[src/hdl/lru_kv_pkg.sv]
// Package for the LRU key-value cache with per-entry expiry.
// Holds sizes, request codes and derived widths; no dependencies.
package lru_kv_pkg;

    localparam int ENTRIES    = 16;
    localparam int KEY_BITS   = 32;
    localparam int VALUE_BITS = 32;
    localparam int TIME_BITS  = 48;
    localparam int TTL_BITS   = 32;
    localparam int COUNT_W    = 5;
    localparam int CAP_W      = 5;
    localparam int IDX_BITS   = $clog2(ENTRIES);
    localparam int CNT_BITS   = $clog2(ENTRIES + 1);

    localparam logic [1:0] REQ_SET    = 2'd0;
    localparam logic [1:0] REQ_GET    = 2'd1;
    localparam logic [1:0] REQ_DELETE = 2'd2;
    localparam logic [1:0] REQ_PURGE  = 2'd3;

endpackage

[src/hdl/lru_kv_req_if.sv]
// Request channel of the LRU key-value cache.
// Depends on lru_kv_pkg for field widths.
interface lru_kv_req_if;
    logic                               valid;
    logic                               ready;
    logic [1:0]                         req_type;
    logic [lru_kv_pkg::KEY_BITS-1:0]    key;
    logic [lru_kv_pkg::VALUE_BITS-1:0]  write_value;
    logic [lru_kv_pkg::TTL_BITS-1:0]    ttl;
    logic [lru_kv_pkg::TIME_BITS-1:0]   now;

    modport source (output valid, req_type, key, write_value, ttl, now, input ready);
    modport sink   (input valid, req_type, key, write_value, ttl, now, output ready);
endinterface

[src/hdl/lru_kv_rsp_if.sv]
// Response channel of the LRU key-value cache.
// Depends on lru_kv_pkg for field widths.
interface lru_kv_rsp_if;
    logic                               valid;
    logic                               ready;
    logic                               hit;
    logic [lru_kv_pkg::VALUE_BITS-1:0]  read_value;
    logic [lru_kv_pkg::COUNT_W-1:0]     entry_count;

    modport source (output valid, hit, read_value, entry_count, input ready);
    modport sink   (input valid, hit, read_value, entry_count, output ready);
endinterface

[src/hdl/lru_ttl_key_value_cache.sv]
// Top level of the LRU key-value cache with per-entry expiry.
// Depends on lru_kv_pkg, lru_kv_req_if and lru_kv_rsp_if.
//
// Usage:
//   req carries one beat per request: set, get, delete or purge, with the
//   key, the value to store, a ttl in ms (0 = never expires) and the current
//   time. rsp returns one beat per request: hit, read value and the entry
//   count after the request. cfg_wr_en/cfg_wr_data write the capacity
//   register (0 acts as 1, above the slot count acts as the slot count);
//   write it only while no request is in flight.
//   An accepted request runs one scan step per slot over all 16 slots, then
//   an act step that applies the update, an insert step for a set that
//   installs a new key, and a done step that loads the output register;
//   the sequencer then returns to idle before the next request is accepted.
//   The scan over the slots goes through a single compare and rank unit;
//   one request is worked on at a time.
//   The output register holds a finished response while the next request
//   is accepted; a stalled receiver holds the response and, once the next
//   request is done, holds that one back until the output register drains.
//   Reset empties the store (all slots invalid, ranks zero) and sets the
//   capacity to 16.
module lru_ttl_key_value_cache (
    input  logic          clk,
    input  logic          rst_n,
    input  logic          cfg_wr_en,
    input  logic [4:0]    cfg_wr_data,
    lru_kv_req_if.sink    req,
    lru_kv_rsp_if.source  rsp
);

    localparam int N  = lru_kv_pkg::ENTRIES;
    localparam int IW = lru_kv_pkg::IDX_BITS;
    localparam int CB = lru_kv_pkg::CNT_BITS;
    localparam int KB = lru_kv_pkg::KEY_BITS;
    localparam int VB = lru_kv_pkg::VALUE_BITS;
    localparam int TB = lru_kv_pkg::TIME_BITS;
    localparam int CW = lru_kv_pkg::COUNT_W;
    localparam int PW = lru_kv_pkg::CAP_W;

    localparam logic [2:0] ST_IDLE = 3'd0;
    localparam logic [2:0] ST_SCAN = 3'd1;
    localparam logic [2:0] ST_ACT  = 3'd2;
    localparam logic [2:0] ST_INS  = 3'd3;
    localparam logic [2:0] ST_DONE = 3'd4;

    // rank unit operations
    localparam logic [1:0] OP_NONE   = 2'd0;
    localparam logic [1:0] OP_REMOVE = 2'd1;
    localparam logic [1:0] OP_TOUCH  = 2'd2;
    localparam logic [1:0] OP_INSERT = 2'd3;

    // configuration
    logic [PW-1:0] cap_reg;

    // slot state: control bits in flops, payload in arrays
    logic [N-1:0]  valid_reg;
    logic [IW-1:0] rank_reg [N];
    logic [KB-1:0] key_mem  [N];
    logic [VB-1:0] val_mem  [N];
    logic [TB-1:0] exp_mem  [N];
    logic [CB-1:0] count_reg;

    // sequencer
    logic [2:0]    state_reg;
    logic [2:0]    state_next;
    logic [IW-1:0] idx_reg;
    logic [1:0]    type_reg;
    logic [KB-1:0] key_reg;
    logic [VB-1:0] wval_reg;
    logic [TB-1:0] exp_reg;
    logic [TB-1:0] now_reg;

    // scan results
    logic          found_reg;
    logic [IW-1:0] slot_reg;
    logic          free_found_reg;
    logic [IW-1:0] free_reg;
    logic          vic_found_reg;
    logic [IW-1:0] vic_reg;
    logic [IW-1:0] vic_rank_reg;
    logic [IW-1:0] ins_reg;

    // finished result and output register
    logic          res_hit_reg;
    logic [VB-1:0] res_val_reg;
    logic          out_valid_reg;
    logic          out_hit_reg;
    logic [VB-1:0] out_val_reg;
    logic [CW-1:0] out_cnt_reg;

    logic          accept;
    logic [TB:0]   exp_sum;
    logic [TB-1:0] exp_calc;
    logic          cur_valid;
    logic          cur_match;
    logic          cur_expired;
    logic          slot_expired;
    logic          scan_last;
    logic [CB-1:0] eff_cap;
    logic          evict;
    logic          ins_ok;
    logic [IW-1:0] ins_slot;
    logic [1:0]    op_kind;
    logic [IW-1:0] op_slot;
    logic [IW-1:0] op_rank;
    logic          out_free;

    assign accept    = req.valid && req.ready;
    assign req.ready = (state_reg == ST_IDLE);
    assign out_free  = !out_valid_reg || rsp.ready;

    // expiry = now + ttl, saturating; ttl of zero never expires
    assign exp_sum  = {1'b0, req.now} + (TB + 1)'(req.ttl);
    assign exp_calc = (req.ttl == '0 || exp_sum[TB]) ? '1 : exp_sum[TB-1:0];

    assign cur_valid    = valid_reg[idx_reg];
    assign cur_match    = cur_valid && (key_mem[idx_reg] == key_reg);
    assign cur_expired  = now_reg > exp_mem[idx_reg];
    assign slot_expired = now_reg > exp_mem[slot_reg];
    assign scan_last    = (idx_reg == IW'(N - 1));

    always_comb
    begin
        if (cap_reg == '0)
        begin
            eff_cap = CB'(1);
        end
        else if (int'(cap_reg) > N)
        begin
            eff_cap = CB'(N);
        end
        else
        begin
            eff_cap = CB'(cap_reg);
        end
    end

    // new key: evict the least recent slot first when the store is full
    assign evict = (count_reg >= eff_cap) && vic_found_reg;
    always_comb
    begin
        ins_ok   = free_found_reg || evict;
        ins_slot = free_reg;
        if (evict && !(free_found_reg && (free_reg < vic_reg)))
        begin
            ins_slot = vic_reg;
        end
    end

    // pick the operation of the shared rank unit for this cycle
    always_comb
    begin
        op_kind = OP_NONE;
        op_slot = slot_reg;
        unique case (state_reg)
            ST_SCAN:
            begin
                if (type_reg == lru_kv_pkg::REQ_PURGE && cur_valid && cur_expired)
                begin
                    op_kind = OP_REMOVE;
                    op_slot = idx_reg;
                end
            end
            ST_ACT:
            begin
                case (type_reg)
                    lru_kv_pkg::REQ_SET:
                    begin
                        if (found_reg)
                        begin
                            op_kind = OP_TOUCH;
                        end
                        else if (evict)
                        begin
                            op_kind = OP_REMOVE;
                            op_slot = vic_reg;
                        end
                    end
                    lru_kv_pkg::REQ_GET:
                    begin
                        if (found_reg)
                        begin
                            op_kind = slot_expired ? OP_REMOVE : OP_TOUCH;
                        end
                    end
                    lru_kv_pkg::REQ_DELETE:
                    begin
                        if (found_reg)
                        begin
                            op_kind = OP_REMOVE;
                        end
                    end
                    default:
                    begin
                        op_kind = OP_NONE;
                    end
                endcase
            end
            ST_INS:
            begin
                op_kind = OP_INSERT;
                op_slot = ins_reg;
            end
            default:
            begin
                op_kind = OP_NONE;
            end
        endcase
    end

    assign op_rank = rank_reg[op_slot];

    // rank unit: remove, touch or insert one slot, adjusting all others
    always_ff @(posedge clk or negedge rst_n)
    begin
        if (!rst_n)
        begin
            valid_reg <= '0;
            count_reg <= '0;
            for (int i = 0; i < N; i++)
            begin
                rank_reg[i] <= '0;
            end
        end
        else
        begin
            case (op_kind)
                OP_REMOVE:
                begin
                    for (int i = 0; i < N; i++)
                    begin
                        if (valid_reg[i] && rank_reg[i] > op_rank)
                        begin
                            rank_reg[i] <= rank_reg[i] - IW'(1);
                        end
                    end
                    valid_reg[op_slot] <= 1'b0;
                    rank_reg[op_slot]  <= '0;
                    count_reg          <= count_reg - CB'(1);
                end
                OP_TOUCH:
                begin
                    for (int i = 0; i < N; i++)
                    begin
                        if (valid_reg[i] && rank_reg[i] < op_rank)
                        begin
                            rank_reg[i] <= rank_reg[i] + IW'(1);
                        end
                    end
                    rank_reg[op_slot] <= '0;
                end
                OP_INSERT:
                begin
                    for (int i = 0; i < N; i++)
                    begin
                        if (valid_reg[i])
                        begin
                            rank_reg[i] <= rank_reg[i] + IW'(1);
                        end
                    end
                    valid_reg[op_slot] <= 1'b1;
                    rank_reg[op_slot]  <= '0;
                    count_reg          <= count_reg + CB'(1);
                end
                default:
                begin
                end
            endcase
        end
    end

    // slot payload: overwrite on a set of a present key, fill on insert
    always_ff @(posedge clk)
    begin
        if (state_reg == ST_ACT && type_reg == lru_kv_pkg::REQ_SET && found_reg)
        begin
            val_mem[slot_reg] <= wval_reg;
            exp_mem[slot_reg] <= exp_reg;
        end
        if (state_reg == ST_INS)
        begin
            key_mem[ins_reg] <= key_reg;
            val_mem[ins_reg] <= wval_reg;
            exp_mem[ins_reg] <= exp_reg;
        end
    end

    // request latch, no reset needed
    always_ff @(posedge clk)
    begin
        if (accept)
        begin
            type_reg <= req.req_type;
            key_reg  <= req.key;
            wval_reg <= req.write_value;
            exp_reg  <= exp_calc;
            now_reg  <= req.now;
        end
    end

    always_comb
    begin
        state_next = state_reg;
        unique case (state_reg)
            ST_IDLE: if (accept) state_next = ST_SCAN;
            ST_SCAN: if (scan_last) state_next = ST_ACT;
            ST_ACT:
            begin
                if (type_reg == lru_kv_pkg::REQ_SET && !found_reg && ins_ok)
                begin
                    state_next = ST_INS;
                end
                else
                begin
                    state_next = ST_DONE;
                end
            end
            ST_INS:  state_next = ST_DONE;
            ST_DONE: if (out_free) state_next = ST_IDLE;
            default: state_next = ST_IDLE;
        endcase
    end

    // sequencer and scan bookkeeping
    always_ff @(posedge clk or negedge rst_n)
    begin
        if (!rst_n)
        begin
            state_reg      <= ST_IDLE;
            cap_reg        <= PW'(16);
            idx_reg        <= '0;
            found_reg      <= 1'b0;
            slot_reg       <= '0;
            free_found_reg <= 1'b0;
            free_reg       <= '0;
            vic_found_reg  <= 1'b0;
            vic_reg        <= '0;
            vic_rank_reg   <= '0;
            ins_reg        <= '0;
            res_hit_reg    <= 1'b0;
            res_val_reg    <= '0;
        end
        else
        begin
            state_reg <= state_next;
            if (cfg_wr_en)
            begin
                cap_reg <= cfg_wr_data;
            end
            unique case (state_reg)
                ST_IDLE:
                begin
                    idx_reg        <= '0;
                    found_reg      <= 1'b0;
                    free_found_reg <= 1'b0;
                    vic_found_reg  <= 1'b0;
                    res_hit_reg    <= 1'b0;
                    res_val_reg    <= '0;
                end
                ST_SCAN:
                begin
                    idx_reg <= idx_reg + IW'(1);
                    if (cur_match && !found_reg)
                    begin
                        found_reg <= 1'b1;
                        slot_reg  <= idx_reg;
                    end
                    if (!cur_valid && !free_found_reg)
                    begin
                        free_found_reg <= 1'b1;
                        free_reg       <= idx_reg;
                    end
                    if (cur_valid && (!vic_found_reg || rank_reg[idx_reg] > vic_rank_reg))
                    begin
                        vic_found_reg <= 1'b1;
                        vic_reg       <= idx_reg;
                        vic_rank_reg  <= rank_reg[idx_reg];
                    end
                end
                ST_ACT:
                begin
                    ins_reg <= ins_slot;
                    if (type_reg == lru_kv_pkg::REQ_GET && found_reg && !slot_expired)
                    begin
                        res_hit_reg <= 1'b1;
                        res_val_reg <= val_mem[slot_reg];
                    end
                    if (type_reg == lru_kv_pkg::REQ_DELETE && found_reg)
                    begin
                        res_hit_reg <= 1'b1;
                    end
                end
                ST_INS:
                begin
                end
                ST_DONE:
                begin
                end
                default:
                begin
                end
            endcase
        end
    end

    // output register: load the finished beat when the slot is free
    always_ff @(posedge clk or negedge rst_n)
    begin
        if (!rst_n)
        begin
            out_valid_reg <= 1'b0;
        end
        else if (state_reg == ST_DONE && out_free)
        begin
            out_valid_reg <= 1'b1;
        end
        else if (rsp.ready)
        begin
            out_valid_reg <= 1'b0;
        end
    end

    always_ff @(posedge clk)
    begin
        if (state_reg == ST_DONE && out_free)
        begin
            out_hit_reg <= res_hit_reg;
            out_val_reg <= res_val_reg;
            out_cnt_reg <= CW'(count_reg);
        end
    end

    assign rsp.valid       = out_valid_reg;
    assign rsp.hit         = out_hit_reg;
    assign rsp.read_value  = out_val_reg;
    assign rsp.entry_count = out_cnt_reg;

`ifndef SYNTH
    // the running count always matches the valid bits
    a_count_matches: assert property (@(posedge clk) disable iff (!rst_n)
        int'(count_reg) == $countones(valid_reg))
        else $error("entry count out of step with valid bits");

    // an accepted request always starts a scan at slot zero
    a_accept_scans: assert property (@(posedge clk) disable iff (!rst_n)
        accept |=> (state_reg == ST_SCAN && idx_reg == '0))
        else $error("accepted request did not start a scan");

    // a miss never returns data
    a_miss_zero: assert property (@(posedge clk) disable iff (!rst_n)
        (state_reg == ST_DONE && !res_hit_reg) |-> (res_val_reg == '0))
        else $error("miss carries a nonzero value");
`endif

endmodule
[src/flat_wrapper.sv]
// flat-port wrapper written by rule: the top's interface ports become plain ports
module lru_ttl_key_value_cache_flat 
  (clk, rst_n, cfg_wr_en, cfg_wr_data, req_valid, req_req_type, req_key, req_write_value, req_ttl, req_now, req_ready, rsp_valid, rsp_hit, rsp_read_value, rsp_entry_count, rsp_ready);
  lru_kv_req_if req_i ();
  lru_kv_rsp_if rsp_i ();
  input  logic clk;
  input  logic rst_n;
  input  logic cfg_wr_en;
  input  logic [4:0] cfg_wr_data;
  input wire logic [$bits(req_i.valid)-1:0] req_valid;
  input wire logic [$bits(req_i.req_type)-1:0] req_req_type;
  input wire logic [$bits(req_i.key)-1:0] req_key;
  input wire logic [$bits(req_i.write_value)-1:0] req_write_value;
  input wire logic [$bits(req_i.ttl)-1:0] req_ttl;
  input wire logic [$bits(req_i.now)-1:0] req_now;
  output wire logic [$bits(req_i.ready)-1:0] req_ready;
  output wire logic [$bits(rsp_i.valid)-1:0] rsp_valid;
  output wire logic [$bits(rsp_i.hit)-1:0] rsp_hit;
  output wire logic [$bits(rsp_i.read_value)-1:0] rsp_read_value;
  output wire logic [$bits(rsp_i.entry_count)-1:0] rsp_entry_count;
  input wire logic [$bits(rsp_i.ready)-1:0] rsp_ready;
  assign req_i.valid = req_valid;
  assign req_i.req_type = req_req_type;
  assign req_i.key = req_key;
  assign req_i.write_value = req_write_value;
  assign req_i.ttl = req_ttl;
  assign req_i.now = req_now;
  assign req_ready = req_i.ready;
  assign rsp_valid = rsp_i.valid;
  assign rsp_hit = rsp_i.hit;
  assign rsp_read_value = rsp_i.read_value;
  assign rsp_entry_count = rsp_i.entry_count;
  assign rsp_i.ready = rsp_ready;
  lru_ttl_key_value_cache u_core (.clk(clk), .rst_n(rst_n), .cfg_wr_en(cfg_wr_en), .cfg_wr_data(cfg_wr_data), .req(req_i), .rsp(rsp_i));
endmodule
[config.mk]
export PLATFORM = sky130hd
export DESIGN_NAME = lru_ttl_key_value_cache_flat
export DESIGN_NICKNAME = d
export VERILOG_FILES = /design/src/hdl/lru_kv_pkg.sv /design/src/hdl/lru_kv_req_if.sv /design/src/hdl/lru_kv_rsp_if.sv /design/src/hdl/lru_ttl_key_value_cache.sv /design/src/flat_wrapper.sv
export SDC_FILE = /design/constraint.sdc
export NUM_CORES = 2
export LEC_CHECK = 0
export BUFFER_PORTS_ARGS = -buffer_cell sky130_fd_sc_hd__buf_2
export CORE_AREA = 4 4 412 414
export CTS_BUF_LIST = sky130_fd_sc_hd__clkbuf_8
export DETAILED_ROUTE_END_ITERATION = 10
export DIE_AREA = 0 0 416 418
export PLACE_DENSITY_LB_ADDON = 0.25
export SLEW_MARGIN = 15
export SYNTH_ARGS = -nofsm -noshare
export SYNTH_HDL_FRONTEND = slang
export SYNTH_SLANG_ARGS = --single-unit
[constraint.sdc]
create_clock -name clk -period 15.1 [get_ports clk]
set_clock_uncertainty 0.1 [all_clocks]
set_input_delay 2.265 -clock clk [delete_from_list [all_inputs] [get_ports clk]]
set_output_delay 2.265 -clock clk [all_outputs]
set_load 0.01 [all_outputs]
==> parameters.txt <==
Parameter                              Value

Outcome
  Run status ... completed

Setup path
  Type of the setup path with the least slack ... flop to flop
  Max FO, Critical Path ... 49
  Critical path arrival ... 11.05 ns
  Setup crit start kind ... flop
  Critical path endpoint category ... flop
  Setup slack of the worst register-to-register path ... 4.82 ns
  Endpoint required time on the critical path ... 15.87 ns

Logic synthesis
  Mean instance size in the synthesized netlist ... 17.8 sq um
  Count of cell types in the netlist ... 89
  Post-synthesis register bit count ... 2146
  Number of nets in the synthesized netlist ... 5894
  EDFF count, synth ... 1992
  Post-synthesis instance total ... 5496
  Post-synth top flop ... sky130_fd_sc_hd__edfxtp_1
  Cell area after synthesis ... 97700 sq um
  Synthesis warning total ... 0
  Asr flop ratio synth ... 0.0718
  Register area share after synthesis ... 0.652

Drt
  Total routed wirelength ... 246000 um
  Average vias per placed instance ... 6.70
  WL/cell ... 29.6 um
  Antenna-violating nets left ... 0
  Detailed router's first-iteration violation count ... 7434
  Total number of vias ... 55700
  Detailed Routing Iterations Pass 1 ... 7
  Total DRC errors in the routed layout ... 0

Floorplanning
  Die Wd ... 416 um
  Standard-cell rows ... 150
  Initial core utilization ... 0.587
  Vert. Die Dim ... 418 um
  DIE AREA ... 174000 sq um
  Core Area ... 166000 sq um
  # IOs ... 196

Power and ir drop
  Worst-case vdd ir drop ... 0.138 mV
  Share of total power in sequential cells ... 0.439
  Clock network fraction of total power ... 0.289
  Overall power of the completed layout ... 16.4 mW
  Net Sw Power ... 5.13 mW
  Combinational share of power ... 0.272
  Static leakage ... 36.1 nW
  Internal power of the cells ... 11.3 mW
  Power per cell area ... 152 nW/um^2
  Sw Share ... 0.313

Clock tree
  Clock slew seen by the registers of the worst setup and hold paths ... 0.06 ns
  CTS tree ... yes
  Worst-case clock buffer depth ... 4
  Insertion delay of the later-clocked pin in the worst-skew pair ... 1.05 ns
  # Post-CTS Setup Buffers ... 0
  Number of cells upsized or downsized after cts ... 0
  Hold-fix buffers, CTS ... 0
  Sink count of the clock tree ... 2146
  Cell at the root of the clock tree ... sky130_fd_sc_hd__clkbuf_8
  H-tree levels ... 5
  Number of CTS-inserted buffers ... 359

STA
  Final setup vio count ... 0
  Max Clock Freq ... 0.0973 GHz
  Final Hold Viols ... 0
  Unrepaired setup endpoints after global routing ... false
  Worst Max-Slew Pin Slew ... 1.21 ns
  Final critical-path required period ... 10.28 ns
  Final count of pins violating max slew ... 0
  Final worst-path cycle share ... 0.681
  Relative slew margins ... 0.190
  Setup TNS ... 0 ns

Layout
  Largest registers ranked by flip-flop count ... u_core.exp_mem: 768 flops, u_core.key_mem: 512 flops, u_core.val_mem: 512 flops
  Area taken by flip-flops and latches ... 63700 sq um
  Combined area of the multi-input logic cells ... 32100 sq um
  Number of nets in the layout ... 6225
  Final design area excluding fillers ... 108000 sq um
  Post-layout instance count excluding filler cells ... 8309
  Area Growth Syn to Fin ... 10.2%
  Reg with most FFs ... u_core.exp_mem
  Number of flip-flops in the largest register ... 768
  Count of filler cells inserted in the layout ... 11300
  Utilization after layout ... 0.648
  Ratio of cells with drive above 1 in the final layout ... 0.269

Place
  Final HPWL DP ... 137000 um
  Placer congestion estimate ... 0.893
  Placed cells ... 7670
  Cell Area, Placed ... 101000 sq um
  Port-buffer cells ... 195

Flow run
  Max-capacitance violation count ... 0

GRT
  Total congestion overflow ... 0
  First-pass GRT wire length ... 367000 um
  Number of global-route vias before repair ... 56100
  Total GRT Usage ... 0.286
  Maximum number of pins on one net before global-route repair ... 173
  Number of antenna violations at the first check in global routing ... 11

Hold path
  Classification of the worst-slack hold path ... flop to flop
per-layer routing:
| layer | GRT usage | part of all wire | vias up |
|---|---|---|---|
| met4 | 0.0946 | 0.032 | 2 |
| met3 | 0.0608 | 0.097 | 464 |
| met5 | 0 | 0.000053 | - |
| met1 | 0.398 | 0.38 | 28800 |
| li1 | - | - | 23300 |
| met2 | 0.458 | 0.49 | 3065 |
synthesized netlist by cell type (25+ instances only):
master	n	area share
sky130_fd_sc_hd__edfxtp_1	1992	0.61
sky130_fd_sc_hd__xor2_1	45	0.0040
sky130_fd_sc_hd__clkbuf_1	213	0.0082
sky130_fd_sc_hd__dfrtp_1	153	0.039
sky130_fd_sc_hd__a21o_1	54	0.0042
sky130_fd_sc_hd__buf_1	39	0.0015
sky130_fd_sc_hd__nor2_1	118	0.0045
sky130_fd_sc_hd__and3_1	40	0.0026
sky130_fd_sc_hd__nor2b_1	33	0.0021
sky130_fd_sc_hd__nor3_1	69	0.0035
sky130_fd_sc_hd__ha_1	240	0.031
sky130_fd_sc_hd__mux4_2	803	0.19
sky130_fd_sc_hd__nand3_1	79	0.0040
sky130_fd_sc_hd__inv_1	191	0.0073
sky130_fd_sc_hd__a211oi_1	25	0.0019
sky130_fd_sc_hd__a21oi_1	169	0.0087
sky130_fd_sc_hd__nand2b_1	41	0.0026
sky130_fd_sc_hd__xnor2_1	49	0.0044
sky130_fd_sc_hd__o21ai_0	210	0.011
sky130_fd_sc_hd__nand4_1	70	0.0045
sky130_fd_sc_hd__nor4_1	30	0.0019
sky130_fd_sc_hd__mux2i_1	27	0.0028
sky130_fd_sc_hd__buf_2	60	0.0031
sky130_fd_sc_hd__a31oi_1	32	0.0020
sky130_fd_sc_hd__nand2_1	343	0.013
power by group through the flow:
stage,clock network (mW),registers (mW),logic (mW)
2_1_floorplan,0,7.10,3.41
3_3_place_gp,0,7.29,4.34
3_5_place_dp,0,7.31,4.43
4_1_cts,4.83,7.19,4.44
5_1_grt,5.13,7.23,4.87
6_report,4.74,7.20,4.45
through the flow:
step                setup WS [ns]  hold WS, ns
floorplan                    6.88        0.325
global placement             4.88        0.330
detailed placement           4.89        0.329
CTS                          4.81        0.344
global route                 4.13        0.357
finish                       4.82        0.343
placed cells by master, fill, tap and decap left out, drive strengths merged, types with 22 or more instances in the layout:
master	instances
o21a	22
nor4	30
nand3	79
mux4	814
nor3	75
clkbuf	378
o31ai	23
nand4	70
a211oi	26
nand2b	41
nor2	120
edfxtp	1992
dfrtp	153
nand2	343
a31oi	33
o21ai	214
inv	318
xnor2	49
nor2b	33
and3	40
a21oi	171
a21o	54
ha	240
xor2	45
clkinv	112
mux2i	27
buf	303
cell families after synthesis:
family,count (synthesis),synth area share
AOI/OAI and AO/OA,736,0.0487
xor gates and xnor gates,94,0.00843
adders and majority gates,242,0.0312
buffers and inverters,524,0.0223
DFF,2146,0.652
muxes,854,0.192
and+or+nand+nor,900,0.0451
cell type report:
cell class | count | share of cell area
clock buffers | 378 | 0.0483
inverters | 191 | 0.00670
repair buffers | 303 | 0.0171
diodes | 8 | 0.000186
clock inverters | 253 | 0.0120
flip-flops and latches | 2146 | 0.592
multi-input cells | 2826 | 0.299
well taps | 2204 | 0.0256
worst max-delay path, cell delays in order, from the launching register on:
cell                        delay (ns)
sky130_fd_sc_hd__dfrtp_4          1.13
sky130_fd_sc_hd__buf_4            0.75
sky130_fd_sc_hd__mux4_2           0.59
sky130_fd_sc_hd__mux4_2           0.46
sky130_fd_sc_hd__inv_1            0.09
sky130_fd_sc_hd__ha_1             0.18
sky130_fd_sc_hd__nand4_1          0.21
sky130_fd_sc_hd__nor4_1           0.80
sky130_fd_sc_hd__nand3_1          0.24
sky130_fd_sc_hd__o21bai_1         0.38
sky130_fd_sc_hd__a2111oi_0        0.48
sky130_fd_sc_hd__a211o_1          0.52
sky130_fd_sc_hd__nand3_1          0.68
sky130_fd_sc_hd__a211o_1          0.51
sky130_fd_sc_hd__nand4_1          0.10
sky130_fd_sc_hd__o22a_1           0.73
sky130_fd_sc_hd__ha_1             0.39
sky130_fd_sc_hd__nor2b_1          0.13
sky130_fd_sc_hd__o21ai_0          0.14
sky130_fd_sc_hd__nand2b_1         0.07
sky130_fd_sc_hd__a21oi_1          0.35
sky130_fd_sc_hd__nand2_1          0.19
sky130_fd_sc_hd__o32ai_1          0.27
sky130_fd_sc_hd__a311o_1          0.18
sky130_fd_sc_hd__a21oi_1          0.07
sky130_fd_sc_hd__or2_2            0.31
final timing paths:
| path | from | end | cells past startpoint |
|---|---|---|---|
| max | u_core.idx_reg[0]$_DFFE_PN0P_ | u_core.rank_reg[61]$_DFFE_PN0P_ | 25 |
| min | u_core.res_val_reg[10]$_DFFE_PN0P_ | u_core.rsp.read_value[10]$_DFFE_PP_ | 0 |
| max reg2reg | u_core.idx_reg[0]$_DFFE_PN0P_ | u_core.rank_reg[61]$_DFFE_PN0P_ | 25 |
| min reg2reg | u_core.res_val_reg[10]$_DFFE_PN0P_ | u_core.rsp.read_value[10]$_DFFE_PP_ | 0 |
| max in group asynchronous | rst_n | u_core.slot_reg[1]$_DFFE_PN0P_ | 2 |
| min in group asynchronous | rst_n | u_core.rank_reg[23]$_DFFE_PN0P_ | 1 |
Note: power is estimated with default switching activity, not from simulation.
